**src/sv/sweep_prune_pair_tracker_macros.svh**
```systemverilog
// Assertion macros shared by the sweep-and-prune pair tracker RTL.
`ifndef SWEEP_PRUNE_PAIR_TRACKER_MACROS_SVH
`define SWEEP_PRUNE_PAIR_TRACKER_MACROS_SVH

// Same-cycle implication, reset masked.
`define SPT_ASSERT_IMP(lbl, ante, cons, msg) \
  lbl: assert property (@(posedge clk) disable iff (!rst_n) (ante) |-> (cons)) \
    else $error(msg);

// Next-cycle implication, reset masked.
`define SPT_ASSERT_NXT(lbl, ante, cons, msg) \
  lbl: assert property (@(posedge clk) disable iff (!rst_n) (ante) |=> (cons)) \
    else $error(msg);

`endif

```
**src/sv/spt_pkg.sv**
```systemverilog
// Types, constants and helper functions of the sweep-and-prune pair tracker.
package spt_pkg;

  localparam int MAX_BOXES  = 8;
  localparam int COORD_BITS = 16;
  localparam int NUM_AXES   = 3;
  localparam int MAX_ENDS   = 2 * MAX_BOXES;
  localparam int MAX_OUT    = 28;
  localparam int BOX_W      = $clog2(MAX_BOXES);
  localparam int ENT_W      = BOX_W + 1;
  localparam int POS_W      = $clog2(MAX_ENDS);
  localparam int CNT_W      = $clog2(MAX_ENDS + 1);
  localparam int AX_W       = 2;
  localparam int BND_W      = 2 * NUM_AXES * COORD_BITS;
  localparam int HIT_W      = $clog2(MAX_OUT + 1);
  localparam int PIDX_W     = $clog2(MAX_BOXES * MAX_BOXES);

  typedef logic signed [COORD_BITS-1:0] coord_t;

  typedef enum logic [1:0] {
    ACT_ADD    = 2'd0,
    ACT_UPDATE = 2'd1,
    ACT_REMOVE = 2'd2,
    ACT_QUERY  = 2'd3
  } action_t;

  typedef enum logic [1:0] {
    ST_DONE         = 2'd0,
    ST_NOT_LIVE     = 2'd1,
    ST_ALREADY_LIVE = 2'd2,
    ST_PAIR         = 2'd3
  } status_t;

  typedef enum logic [3:0] {
    S_IDLE,
    S_ADD_WR,
    S_RM_RD,
    S_RM_WR,
    S_SRT_KEY,
    S_SRT_KBND,
    S_SRT_SRD,
    S_SRT_SBND,
    S_SRT_CMP,
    S_SRT_KWR,
    S_REP,
    S_FIN
  } state_t;

  typedef struct packed {
    action_t            action;
    logic [2:0]         box_id;
    logic               is_static;
    logic signed [15:0] min_x;
    logic signed [15:0] min_y;
    logic signed [15:0] min_z;
    logic signed [15:0] max_x;
    logic signed [15:0] max_y;
    logic signed [15:0] max_z;
  } in_item_t;

  typedef struct packed {
    status_t    status;
    logic [2:0] first_box;
    logic [2:0] second_box;
    logic       pair_valid;
    logic       last;
  } out_item_t;

  // Bounds word layout: slot (axis * 2 + side), side 1 is the max bound.
  function automatic logic [BND_W-1:0] pack_bounds(input in_item_t it);
    logic [BND_W-1:0] b;
    b = '0;
    b[0*COORD_BITS +: COORD_BITS] = coord_t'(it.min_x);
    b[1*COORD_BITS +: COORD_BITS] = coord_t'(it.max_x);
    b[2*COORD_BITS +: COORD_BITS] = coord_t'(it.min_y);
    b[3*COORD_BITS +: COORD_BITS] = coord_t'(it.max_y);
    b[4*COORD_BITS +: COORD_BITS] = coord_t'(it.min_z);
    b[5*COORD_BITS +: COORD_BITS] = coord_t'(it.max_z);
    return b;
  endfunction

  function automatic coord_t coord_of(input logic [BND_W-1:0] b,
                                      input logic [AX_W-1:0] ax, input logic side);
    int base;
    base = (int'(ax) * 2 + int'(side)) * COORD_BITS;
    return coord_t'(b[base +: COORD_BITS]);
  endfunction

  // Inclusive overlap on all axes.
  function automatic logic boxes_overlap(input logic [BND_W-1:0] a,
                                         input logic [BND_W-1:0] b);
    logic ok;
    coord_t amin, amax, bmin, bmax;
    ok = 1'b1;
    for (int ax = 0; ax < NUM_AXES; ax++) begin
      amin = coord_t'(a[(2*ax)*COORD_BITS +: COORD_BITS]);
      amax = coord_t'(a[(2*ax+1)*COORD_BITS +: COORD_BITS]);
      bmin = coord_t'(b[(2*ax)*COORD_BITS +: COORD_BITS]);
      bmax = coord_t'(b[(2*ax+1)*COORD_BITS +: COORD_BITS]);
      if (amin > bmax || bmin > amax) ok = 1'b0;
    end
    return ok;
  endfunction

  function automatic logic [PIDX_W-1:0] pair_idx(input logic [BOX_W-1:0] a,
                                                 input logic [BOX_W-1:0] b);
    return PIDX_W'(int'(a) * MAX_BOXES + int'(b));
  endfunction

endpackage

```
**src/sv/spt_bounds_ram.sv**
```systemverilog
// Box bounds memory: one write port, two enabled registered read ports.
module spt_bounds_ram (
  input  logic                           clk,
  input  logic                           wr_en,
  input  logic [spt_pkg::BOX_W-1:0]      wr_addr,
  input  logic [spt_pkg::BND_W-1:0]      wr_data,
  input  logic                           rda_en,
  input  logic [spt_pkg::BOX_W-1:0]      rda_addr,
  output logic [spt_pkg::BND_W-1:0]      rda_data,
  input  logic                           rdb_en,
  input  logic [spt_pkg::BOX_W-1:0]      rdb_addr,
  output logic [spt_pkg::BND_W-1:0]      rdb_data
);

  logic [spt_pkg::BND_W-1:0] mem [spt_pkg::MAX_BOXES];

  always_ff @(posedge clk) begin
    if (wr_en) begin
      mem[wr_addr] <= wr_data;
    end
    if (rda_en) begin
      rda_data <= mem[rda_addr];
    end
    if (rdb_en) begin
      rdb_data <= mem[rdb_addr];
    end
  end

endmodule

```
**src/sv/sweep_prune_pair_tracker.sv**
```systemverilog
// Sweep-and-prune pair tracker top level: sequencer, endpoint order memory, pair set.
// Keeps up to MAX_BOXES boxes and three endpoint orders in memories, and a set of candidate
// pairs in flip-flops. One beat is taken at a time; in_stall stays high until the last result
// beat of the current item has been loaded into the output register, which then drains on its
// own while the next beat is accepted. Update and rejected commands go straight to the result
// beat; add makes six endpoint writes through the single write port of the order memory.
// Remove reads each stored endpoint on each axis and writes back the ones it keeps. Query
// insertion-sorts each axis through the order memory, reading the key and each endpoint it
// shifts, then walks the MAX_BOXES x MAX_BOXES pair matrix one entry a cycle and emits up to
// 28 pair beats, the final one carrying last. A query with nothing to report returns one
// beat with status done. Output stalls hold the walk. Reset clears the live, static and pair
// bits and the endpoint count; the memories need no clearing since only live slots and
// stored endpoints are ever read.
`include "sweep_prune_pair_tracker_macros.svh"

module sweep_prune_pair_tracker (
  input  logic               clk,
  input  logic               rst_n,
  input  logic               in_valid,
  output logic               in_stall,
  input  spt_pkg::in_item_t  in_data,
  output logic               out_valid,
  input  logic               out_stall,
  output spt_pkg::out_item_t out_data
);

  // Control state
  spt_pkg::state_t                     state_r, state_nxt;
  spt_pkg::in_item_t                   item_r, item_nxt;
  spt_pkg::status_t                    stat_r, stat_nxt;
  logic [spt_pkg::AX_W-1:0]            ax_r, ax_nxt;
  logic [spt_pkg::CNT_W-1:0]           j_r, j_nxt;
  logic [spt_pkg::CNT_W-1:0]           i_r, i_nxt;
  logic [spt_pkg::CNT_W-1:0]           kept_r, kept_nxt;
  logic [spt_pkg::CNT_W-1:0]           cnt_ep_r, cnt_ep_nxt;
  logic [2:0]                          sub_r, sub_nxt;
  logic [spt_pkg::ENT_W-1:0]           key_r, key_nxt;
  logic [spt_pkg::BOX_W-1:0]           pi_r, pi_nxt;
  logic [spt_pkg::BOX_W-1:0]           pj_r, pj_nxt;
  logic                                pend_v_r, pend_v_nxt;
  logic [spt_pkg::BOX_W-1:0]           pend_a_r, pend_a_nxt;
  logic [spt_pkg::BOX_W-1:0]           pend_b_r, pend_b_nxt;
  logic [spt_pkg::HIT_W-1:0]           hits_r, hits_nxt;
  logic [spt_pkg::MAX_BOXES-1:0]       live_r, live_nxt;
  logic [spt_pkg::MAX_BOXES-1:0]       static_r, static_nxt;
  logic [spt_pkg::MAX_BOXES*spt_pkg::MAX_BOXES-1:0] pair_r, pair_nxt;
  logic                                out_valid_r, out_valid_nxt;
  spt_pkg::out_item_t                  out_data_r, out_data_nxt;

  // Endpoint order memory
  logic [spt_pkg::ENT_W-1:0] order_mem [spt_pkg::NUM_AXES][spt_pkg::MAX_ENDS];
  logic [spt_pkg::ENT_W-1:0] order_q;
  logic                      ord_re, ord_we;
  logic [spt_pkg::AX_W-1:0]  ord_rax, ord_wax;
  logic [spt_pkg::POS_W-1:0] ord_rpos, ord_wpos;
  logic [spt_pkg::ENT_W-1:0] ord_wdata;

  // Bounds memory ports
  logic                      bnd_we, rda_en, rdb_en;
  logic [spt_pkg::BOX_W-1:0] rda_addr, rdb_addr;
  logic [spt_pkg::BND_W-1:0] bnd_a_q, bnd_b_q;

  // Shared decode
  logic                      accept, out_free;
  logic                      in_range, in_live, ep_full;
  logic [spt_pkg::BOX_W-1:0] in_box, id_r, kb, sb;
  logic                      gt, ovl, hit;
  logic                      rep_end;
  logic                      rep_or_fin, fin_load;
  logic [spt_pkg::CNT_W-1:0] ip1, add_pos;
  spt_pkg::coord_t           kv, sv;

  spt_bounds_ram u_bounds (
    .clk      (clk),
    .wr_en    (bnd_we),
    .wr_addr  (in_box),
    .wr_data  (spt_pkg::pack_bounds(in_data)),
    .rda_en   (rda_en),
    .rda_addr (rda_addr),
    .rda_data (bnd_a_q),
    .rdb_en   (rdb_en),
    .rdb_addr (rdb_addr),
    .rdb_data (bnd_b_q)
  );

  assign in_stall  = (state_r != spt_pkg::S_IDLE);
  assign accept    = in_valid && !in_stall;
  assign out_valid = out_valid_r;
  assign out_data  = out_data_r;
  assign out_free  = !out_valid_r || !out_stall;

  assign in_box   = spt_pkg::BOX_W'(in_data.box_id);
  assign id_r     = spt_pkg::BOX_W'(item_r.box_id);
  assign in_range = (int'(in_data.box_id) < spt_pkg::MAX_BOXES);
  assign in_live  = live_r[in_box];
  assign ep_full  = (cnt_ep_r > spt_pkg::CNT_W'(spt_pkg::MAX_ENDS - 2));

  // Sort compare: key bounds sit on port A, the shifted endpoint's on port B.
  assign kb  = key_r[spt_pkg::BOX_W-1:0];
  assign sb  = order_q[spt_pkg::BOX_W-1:0];
  assign kv  = spt_pkg::coord_of(bnd_a_q, ax_r, key_r[spt_pkg::BOX_W]);
  assign sv  = spt_pkg::coord_of(bnd_b_q, ax_r, order_q[spt_pkg::BOX_W]);
  assign gt  = (sv > kv);
  assign ovl = spt_pkg::boxes_overlap(bnd_a_q, bnd_b_q);
  assign ip1 = i_r + spt_pkg::CNT_W'(1);
  assign add_pos = cnt_ep_r + spt_pkg::CNT_W'(sub_r[0]);

  assign hit = (pi_r < pj_r) && pair_r[spt_pkg::pair_idx(pi_r, pj_r)] &&
               live_r[pi_r] && live_r[pj_r] && !(static_r[pi_r] && static_r[pj_r]) &&
               (int'(hits_r) < spt_pkg::MAX_OUT);
  assign rep_end = (pi_r == spt_pkg::BOX_W'(spt_pkg::MAX_BOXES - 1)) &&
                   (pj_r == spt_pkg::BOX_W'(spt_pkg::MAX_BOXES - 1));

  assign rep_or_fin = (state_r == spt_pkg::S_REP) || (state_r == spt_pkg::S_FIN);
  assign fin_load   = (state_r == spt_pkg::S_FIN) && out_free;

  // Next state
  always_comb begin
    state_nxt = state_r;
    unique case (state_r)
      spt_pkg::S_IDLE: begin
        if (accept) begin
          priority if (in_data.action == spt_pkg::ACT_QUERY) state_nxt = spt_pkg::S_SRT_KEY;
          else if (!in_range)                                state_nxt = spt_pkg::S_FIN;
          else if (in_data.action == spt_pkg::ACT_ADD) begin
            state_nxt = (in_live || ep_full) ? spt_pkg::S_FIN : spt_pkg::S_ADD_WR;
          end
          else if (!in_live)                                 state_nxt = spt_pkg::S_FIN;
          else if (in_data.action == spt_pkg::ACT_UPDATE)    state_nxt = spt_pkg::S_FIN;
          else                                               state_nxt = spt_pkg::S_RM_RD;
        end
      end
      spt_pkg::S_ADD_WR: begin
        if (sub_r == 3'd5) state_nxt = spt_pkg::S_FIN;
      end
      spt_pkg::S_RM_RD: begin
        if (i_r == cnt_ep_r) begin
          if (ax_r == spt_pkg::AX_W'(spt_pkg::NUM_AXES - 1)) state_nxt = spt_pkg::S_FIN;
        end else begin
          state_nxt = spt_pkg::S_RM_WR;
        end
      end
      spt_pkg::S_RM_WR:    state_nxt = spt_pkg::S_RM_RD;
      spt_pkg::S_SRT_KEY: begin
        if (j_r >= cnt_ep_r) begin
          if (ax_r == spt_pkg::AX_W'(spt_pkg::NUM_AXES - 1)) state_nxt = spt_pkg::S_REP;
        end else begin
          state_nxt = spt_pkg::S_SRT_KBND;
        end
      end
      spt_pkg::S_SRT_KBND: state_nxt = spt_pkg::S_SRT_SRD;
      spt_pkg::S_SRT_SRD:  state_nxt = spt_pkg::S_SRT_SBND;
      spt_pkg::S_SRT_SBND: state_nxt = spt_pkg::S_SRT_CMP;
      spt_pkg::S_SRT_CMP: begin
        if (!gt)                                    state_nxt = spt_pkg::S_SRT_KEY;
        else if (i_r == '0)                         state_nxt = spt_pkg::S_SRT_KWR;
        else                                        state_nxt = spt_pkg::S_SRT_SRD;
      end
      spt_pkg::S_SRT_KWR:  state_nxt = spt_pkg::S_SRT_KEY;
      spt_pkg::S_REP: begin
        if (!(hit && pend_v_r && !out_free) && rep_end) state_nxt = spt_pkg::S_FIN;
      end
      spt_pkg::S_FIN: begin
        if (out_free) state_nxt = spt_pkg::S_IDLE;
      end
      default: state_nxt = spt_pkg::S_IDLE;
    endcase
  end

  // Datapath and memory controls
  always_comb begin
    item_nxt      = item_r;
    stat_nxt      = stat_r;
    ax_nxt        = ax_r;
    j_nxt         = j_r;
    i_nxt         = i_r;
    kept_nxt      = kept_r;
    cnt_ep_nxt    = cnt_ep_r;
    sub_nxt       = sub_r;
    key_nxt       = key_r;
    pi_nxt        = pi_r;
    pj_nxt        = pj_r;
    pend_v_nxt    = pend_v_r;
    pend_a_nxt    = pend_a_r;
    pend_b_nxt    = pend_b_r;
    hits_nxt      = hits_r;
    live_nxt      = live_r;
    static_nxt    = static_r;
    pair_nxt      = pair_r;
    out_valid_nxt = out_valid_r && out_stall;
    out_data_nxt  = out_data_r;
    ord_re        = 1'b0;
    ord_rax       = ax_r;
    ord_rpos      = i_r[spt_pkg::POS_W-1:0];
    ord_we        = 1'b0;
    ord_wax       = ax_r;
    ord_wpos      = ip1[spt_pkg::POS_W-1:0];
    ord_wdata     = order_q;
    bnd_we        = 1'b0;
    rda_en        = 1'b0;
    rda_addr      = sb;
    rdb_en        = 1'b0;
    rdb_addr      = sb;

    unique case (state_r)
      spt_pkg::S_IDLE: begin
        if (accept) begin
          item_nxt   = in_data;
          stat_nxt   = spt_pkg::ST_DONE;
          pend_v_nxt = 1'b0;
          priority if (in_data.action == spt_pkg::ACT_QUERY) begin
            ax_nxt   = '0;
            j_nxt    = spt_pkg::CNT_W'(1);
            hits_nxt = '0;
            pi_nxt   = '0;
            pj_nxt   = '0;
          end
          else if (!in_range) stat_nxt = spt_pkg::ST_NOT_LIVE;
          else if (in_data.action == spt_pkg::ACT_ADD) begin
            if (in_live || ep_full) begin
              stat_nxt = spt_pkg::ST_ALREADY_LIVE;
            end else begin
              bnd_we             = 1'b1;
              live_nxt[in_box]   = 1'b1;
              static_nxt[in_box] = in_data.is_static;
              sub_nxt            = '0;
            end
          end
          else if (!in_live) stat_nxt = spt_pkg::ST_NOT_LIVE;
          else if (in_data.action == spt_pkg::ACT_UPDATE) bnd_we = 1'b1;
          else begin
            ax_nxt   = '0;
            i_nxt    = '0;
            kept_nxt = '0;
          end
        end
      end
      spt_pkg::S_ADD_WR: begin
        // Append min then max on each axis.
        ord_we    = 1'b1;
        ord_wax   = spt_pkg::AX_W'(sub_r >> 1);
        ord_wpos  = add_pos[spt_pkg::POS_W-1:0];
        ord_wdata = {sub_r[0], id_r};
        sub_nxt   = sub_r + 3'd1;
        if (sub_r == 3'd5) cnt_ep_nxt = cnt_ep_r + spt_pkg::CNT_W'(2);
      end
      spt_pkg::S_RM_RD: begin
        if (i_r == cnt_ep_r) begin
          if (ax_r == spt_pkg::AX_W'(spt_pkg::NUM_AXES - 1)) begin
            cnt_ep_nxt       = kept_r;
            live_nxt[id_r]   = 1'b0;
            static_nxt[id_r] = 1'b0;
            for (int k = 0; k < spt_pkg::MAX_BOXES; k++) begin
              pair_nxt[spt_pkg::pair_idx(id_r, spt_pkg::BOX_W'(k))] = 1'b0;
              pair_nxt[spt_pkg::pair_idx(spt_pkg::BOX_W'(k), id_r)] = 1'b0;
            end
          end else begin
            ax_nxt   = ax_r + spt_pkg::AX_W'(1);
            i_nxt    = '0;
            kept_nxt = '0;
          end
        end else begin
          ord_re = 1'b1;
        end
      end
      spt_pkg::S_RM_WR: begin
        // Compact: keep every endpoint that is not the removed box's.
        if (sb != id_r) begin
          ord_we   = 1'b1;
          ord_wpos = kept_r[spt_pkg::POS_W-1:0];
          kept_nxt = kept_r + spt_pkg::CNT_W'(1);
        end
        i_nxt = ip1;
      end
      spt_pkg::S_SRT_KEY: begin
        if (j_r >= cnt_ep_r) begin
          if (ax_r != spt_pkg::AX_W'(spt_pkg::NUM_AXES - 1)) begin
            ax_nxt = ax_r + spt_pkg::AX_W'(1);
            j_nxt  = spt_pkg::CNT_W'(1);
          end
        end else begin
          ord_re   = 1'b1;
          ord_rpos = j_r[spt_pkg::POS_W-1:0];
        end
      end
      spt_pkg::S_SRT_KBND: begin
        key_nxt  = order_q;
        rda_en   = 1'b1;
        rda_addr = sb;
        i_nxt    = j_r - spt_pkg::CNT_W'(1);
      end
      spt_pkg::S_SRT_SRD: begin
        ord_re = 1'b1;
      end
      spt_pkg::S_SRT_SBND: begin
        rdb_en   = 1'b1;
        rdb_addr = sb;
      end
      spt_pkg::S_SRT_CMP: begin
        ord_we = 1'b1;
        if (gt) begin
          if (kb != sb) begin
            if (!key_r[spt_pkg::BOX_W] && order_q[spt_pkg::BOX_W] && ovl) begin
              pair_nxt[spt_pkg::pair_idx(kb, sb)] = 1'b1;
              pair_nxt[spt_pkg::pair_idx(sb, kb)] = 1'b1;
            end
            if (key_r[spt_pkg::BOX_W] && !order_q[spt_pkg::BOX_W]) begin
              pair_nxt[spt_pkg::pair_idx(kb, sb)] = 1'b0;
              pair_nxt[spt_pkg::pair_idx(sb, kb)] = 1'b0;
            end
          end
          ord_wdata = order_q;
          if (i_r != '0) i_nxt = i_r - spt_pkg::CNT_W'(1);
        end else begin
          ord_wdata = key_r;
          j_nxt     = j_r + spt_pkg::CNT_W'(1);
        end
      end
      spt_pkg::S_SRT_KWR: begin
        ord_we    = 1'b1;
        ord_wpos  = '0;
        ord_wdata = key_r;
        j_nxt     = j_r + spt_pkg::CNT_W'(1);
      end
      spt_pkg::S_REP: begin
        // Hold one found pair back so the final beat can carry last.
        if (!(hit && pend_v_r && !out_free)) begin
          if (hit) begin
            if (pend_v_r) begin
              out_valid_nxt = 1'b1;
              out_data_nxt  = '{status: spt_pkg::ST_PAIR, first_box: 3'(pend_a_r),
                                second_box: 3'(pend_b_r), pair_valid: 1'b1, last: 1'b0};
            end
            pend_v_nxt = 1'b1;
            pend_a_nxt = pi_r;
            pend_b_nxt = pj_r;
            hits_nxt   = hits_r + spt_pkg::HIT_W'(1);
          end
          if (pj_r == spt_pkg::BOX_W'(spt_pkg::MAX_BOXES - 1)) begin
            pj_nxt = '0;
            if (!rep_end) pi_nxt = pi_r + spt_pkg::BOX_W'(1);
          end else begin
            pj_nxt = pj_r + spt_pkg::BOX_W'(1);
          end
        end
      end
      spt_pkg::S_FIN: begin
        if (out_free) begin
          out_valid_nxt = 1'b1;
          if (pend_v_r) begin
            out_data_nxt = '{status: spt_pkg::ST_PAIR, first_box: 3'(pend_a_r),
                             second_box: 3'(pend_b_r), pair_valid: 1'b1, last: 1'b1};
          end else begin
            out_data_nxt = '{status: stat_r, first_box: 3'd0, second_box: 3'd0,
                             pair_valid: 1'b0, last: 1'b1};
          end
          pend_v_nxt = 1'b0;
        end
      end
      default: ;
    endcase
  end

  // Order memory: one write, one registered read per cycle.
  always_ff @(posedge clk) begin
    if (ord_we) begin
      order_mem[ord_wax][ord_wpos] <= ord_wdata;
    end
    if (ord_re) begin
      order_q <= order_mem[ord_rax][ord_rpos];
    end
  end

  always_ff @(posedge clk) begin
    if (!rst_n) begin
      state_r     <= spt_pkg::S_IDLE;
      cnt_ep_r    <= '0;
      live_r      <= '0;
      static_r    <= '0;
      pair_r      <= '0;
      pend_v_r    <= 1'b0;
      out_valid_r <= 1'b0;
      hits_r      <= '0;
    end else begin
      state_r     <= state_nxt;
      cnt_ep_r    <= cnt_ep_nxt;
      live_r      <= live_nxt;
      static_r    <= static_nxt;
      pair_r      <= pair_nxt;
      pend_v_r    <= pend_v_nxt;
      out_valid_r <= out_valid_nxt;
      hits_r      <= hits_nxt;
    end
  end

  always_ff @(posedge clk) begin
    item_r     <= item_nxt;
    stat_r     <= stat_nxt;
    ax_r       <= ax_nxt;
    j_r        <= j_nxt;
    i_r        <= i_nxt;
    kept_r     <= kept_nxt;
    sub_r      <= sub_nxt;
    key_r      <= key_nxt;
    pi_r       <= pi_nxt;
    pj_r       <= pj_nxt;
    pend_a_r   <= pend_a_nxt;
    pend_b_r   <= pend_b_nxt;
    out_data_r <= out_data_nxt;
  end

  `SPT_ASSERT_IMP(a_ep_live, !in_stall, int'(cnt_ep_r) == 2 * $countones(live_r), "endpoints off")
  `SPT_ASSERT_IMP(a_pend_in_report, pend_v_r, rep_or_fin, "pending pair outside report")
  `SPT_ASSERT_IMP(a_hits_capped, 1'b1, int'(hits_r) <= spt_pkg::MAX_OUT, "too many pair beats")
  `SPT_ASSERT_NXT(a_fin_drains, fin_load, out_valid_r && out_data_r.last, "final beat not loaded")

endmodule

```
**config.mk**
```make
export PLATFORM = sky130hd
export DESIGN_NAME = sweep_prune_pair_tracker
export DESIGN_NICKNAME = d
export VERILOG_FILES = /design/src/sv/spt_pkg.sv /design/src/sv/spt_bounds_ram.sv /design/src/sv/sweep_prune_pair_tracker.sv
export VERILOG_INCLUDE_DIRS = /design/src /design/src/sv
export SDC_FILE = /design/constraint.sdc
export NUM_CORES = 2
export LEC_CHECK = 0
export ABC_AREA = 0
export BUFFER_PORTS_ARGS = -buffer_cell sky130_fd_sc_hd__buf_2
export CAP_MARGIN = 20
export CORE_MARGIN = 4
export CORE_UTILIZATION = 30
export DETAILED_ROUTE_END_ITERATION = 10
export PLACE_DENSITY = 0.47
export SLEW_MARGIN = 20
export SYNTH_ARGS = -nofsm -noshare
export SYNTH_HDL_FRONTEND = slang
export SYNTH_SLANG_ARGS = --single-unit
export TNS_END_PERCENT = 20
```
**constraint.sdc**
```tcl
create_clock -name clk -period 12.8 [get_ports clk]
set_clock_uncertainty 0.05 [all_clocks]
set_input_delay 1.92 -clock clk [delete_from_list [all_inputs] [get_ports clk]]
set_output_delay 1.92 -clock clk [all_outputs]
set_load 0.005 [all_outputs]
```
==> flow_metrics.py <==
metrics = {
    "timing": {
        "hold_viol": 0,
        "min_period_ps": 5460,
        "period_share": 0.426,
        "slew_headroom": 0.216,
        "tns_ps": 0,
        "max_freq_mhz": 183,
        "grt_setup_unrepaired": "false",
        "tightest_slew_ps": 1180,
        "finalWorstSetupSlack_ps": 7340,
        "setup_viol": 0,
        "drv_slew": 0,
    },
    "synthesis": {
        "syn-cell-area_um2": 56000,
        "syn_avg_cell_area_um2": 16.2,
        "synthArstFlopShare": 0,
        "synth-seq-cells": 1308,
        "synth_edf_count": 1207,
        "syn_nets": 3706,
        "synthCells": 3460,
        "seq_area_frac_synth": 0.683,
        "netlist-cell-type-count": 80,
        "ys.flop_type": "edfxtp_1",
        "ys_warn_count": 0,
    },
    "worst_setup_path": {
        "cp_max_fo": 48,
        "worstSetupStartpoint": "ax_r[0]$_DFFE_PP_",
        "end_kind": "register",
        "r2r-start": "ax_r[0]$_DFFE_PP_",
        "critical_path_class": "register to register",
        "cp.arrival_ps": 5750,
        "crit_chain": "buf_4 -> inv_1 -> nand2_1 -> buf_4 -> o2bb2ai_1 -> ha_1 -> nand3_1 -> nor4_1 -> a41oi_1 -> o21ai_1 -> o22ai_1 -> a222oi_1 -> inv_2",
        "cp.required_ps": 13090,
        "critPathMaxStageDelay_ps": 700,
        "crit_slowest_cell": "nor4_1",
        "worstSetupStartpointType": "register",
        "worst_path_most_repeated_cell": "buf_4",
    },
    "route": {
        "wirelength_mm": 151,
        "drt_drc_violations_left": 0,
        "wl_met3_mm": 6.40,
        "wire_per_inst_um": 24.4,
        "drtIter0Drc": 2555,
        "drt-met1-wl_mm": 67.4,
        "vias_per_cell": 5.00,
        "vias": 31050,
        "routed.top_layer": "met5",
        "dr.pass1.iters": 8,
        "ant_nets": 0,
        "wl_met2_mm": 74.4,
    },
    "pwr": {
        "p_seq_frac": 0.411,
        "power.leakage_nw": 21.5,
        "p_clk_frac": 0.310,
        "powerDensity_nw_per_um2": 205,
        "p_sw_frac": 0.322,
        "ir_drop_mv": 0.199,
        "comb_power_share": 0.280,
        "p_int_mw": 8.94,
        "p_switching_mw": 4.25,
    },
    "worst_hold_path": {
        "min-delay-start": "pair_r[27]$_SDFFE_PN0P_",
        "min_path_type": "register to register",
    },
    "finish": {
        "layout.cells.non_filler": 6205,
        "utilization": 0.347,
        "final_cell_mix": "edfxtp_1, mux4_2, nand2_1",
        "syn2layout_area_growth_pct": 14.7,
        "final_nets": 3861,
        "drive_above_1_share": 0.212,
        "final_common_cell": "edfxtp_1",
    },
    "floorplanning": {
        "coreArea_um2": 185000,
        "pin_count": 118,
        "initial_core_util": 0.302,
        "die_y_um": 440,
        "dieArea_um2": 194000,
        "rows": 158,
        "die_w_um": 440,
    },
    "place": {
        "preCtsSetupSlack_ps": 6540,
        "placed_cells": 5945,
        "dp_hpwl_mm": 98.4,
        "place.gp.congestion": 0.886,
        "io_buffers": 117,
    },
    "clocking": {
        "clkSlewWorstSetupHoldPaths_ps": 50,
        "cts-resized-gates": 0,
        "cts_setup_buffers": 0,
        "clock_latency_ps": 770,
        "cts_sinks": 1308,
        "cts_hold_buffers": 0,
        "numCtsBuffers": 147,
        "clockBufferDepth": 3,
        "cts_root_buf": "clkbuf_16",
        "htreeDepth": 4,
        "cts_tree": "built",
    },
    "outcome": {
        "status": "finished, final reports clean",
    },
    "run": {
        "max_cap_violations": 0,
    },
    "grt": {
        "grt_pass1_vias": 31636,
        "grt.total_usage": 0.155,
        "grt_overflow": 0,
        "antenna_found_initial": 32,
        "grt_pass1_wl_mm": 223,
        "grt_max_degree": 97,
    },
}
## power groups by stage
stage	Clock [mW]	Sequential [mW]	Combinational, mW
final	4.08	5.42	3.69
after global routing	4.40	5.45	3.98
after CTS	4.21	5.43	3.77
after detailed placement	0	5.52	3.75
after global placement	0	5.52	3.74
after floorplan	0	5.30	2.52
## registers in the layout (all words and copies together) (netlist names), 3 cells and up, named ones only
name,count
u_bounds.mem,768
order_mem,192
u_bounds.rda_data,96
u_bounds.rdb_data,96
pair_r,64
out_data,10
live_r,8
static_r,8
cnt_ep_r,5
hits_r,5
i_r,5
j_r,5
kept_r,5
key_r,4
order_q,4
state_r,4
id_r,3
pend_a_r,3
pend_b_r,3
pi_r,3
pj_r,3
sub_r,3
## synthesized netlist by cell type, types with 7 or more instances
library cell	instances	area (um^2)
a32oi_1	19	166
o211ai_1	19	143
a21oi_1	117	586
o21a_1	25	188
buf_2	7	35.0
xnor2_1	10	87.6
nor4_1	7	43.8
a22oi_1	13	97.6
nor2b_1	41	257
xor2_1	16	140
nand2b_1	23	144
or2_2	16	100
clkbuf_1	131	492
mux4_2	257	5790
dfxtp_1	101	2020
a311oi_1	14	123
mux2_2	105	1180
and3_1	22	138
nor3_1	41	205
a31oi_1	34	213
a21o_1	41	308
edfxtp_1	1207	36200
a222oi_1	7	70.1
buf_1	29	109
o2bb2ai_1	18	158
nor2_1	202	758
a211oi_1	23	173
nor3b_1	8	60.1
ha_1	140	1750
nand2_1	232	871
and2_1	10	62.6
inv_1	141	529
mux2i_1	74	741
nand4_1	33	206
o22ai_1	12	75.1
o21ai_0	80	400
or3_1	15	93.8
nand3_1	64	320
o31ai_1	11	82.6
## through the flow
stage | instance area, um^2 | total power, mW | hold slack, ps
after floorplan | 56000 | 7.82 | 359
after global placement | 59600 | 9.26 | 368
after detailed placement | 59600 | 9.26 | 370
after CTS | 64200 | 13.4 | 382
after global routing | 64300 | 13.8 | 400
final | 64300 | 13.2 | 381
## worst max-delay path, delay by kind of cell (launching register included)
kind / cells / cell delay [ps]
DFF: 1 / 330
AOI/OAI and AO/OA: 5 / 1650
and+or+nand+nor: 3 / 990
buffers and inverters: 4 / 1600
adders and majority gates: 1 / 320
## cell families after synthesis
kind of cell | Yosys count | share of synthesized area
AOI/OAI and AO/OA | 491 | 0.0589
xor gates and xnor gates | 26 | 0.00407
adders and majority gates | 140 | 0.0313
buffers and inverters | 316 | 0.0219
DFF | 1308 | 0.683
muxes | 438 | 0.138
and+or+nand+nor | 741 | 0.0623
## worst paths after layout
| check | to | slack, ps | cells past startpoint |
|---|---|---|---|
| hold / removal | pair_r[27]$_SDFFE_PN0P_ | 380 | 2 |
| setup reg to reg | order_mem[0][14]$_DFFE_PP_ | 7340 | 13 |
| setup / recovery | order_mem[0][14]$_DFFE_PP_ | 7340 | 13 |
| hold reg to reg | pair_r[27]$_SDFFE_PN0P_ | 380 | 2 |
## final cells by class
type                            instances  area, um^2
Multi-Input combinational cell       1836       16600
Timing Repair Buffer                  178        1070
Fill cell                           17808      121000
Tap cell                             2480        3100
Clock buffer                          175        3820
Inverter                              144         541
Antenna cell                            3        7.51
Clock inverter                         81         807
Sequential cell                      1308       38300
## metal layers
metal,track usage,vias up
li1,-,14008
met1,0.211,16012
met2,0.259,776
met3,0.0263,240
met4,0.0375,14
met5,0,-
Note: power is estimated with default switching activity, not from simulation.
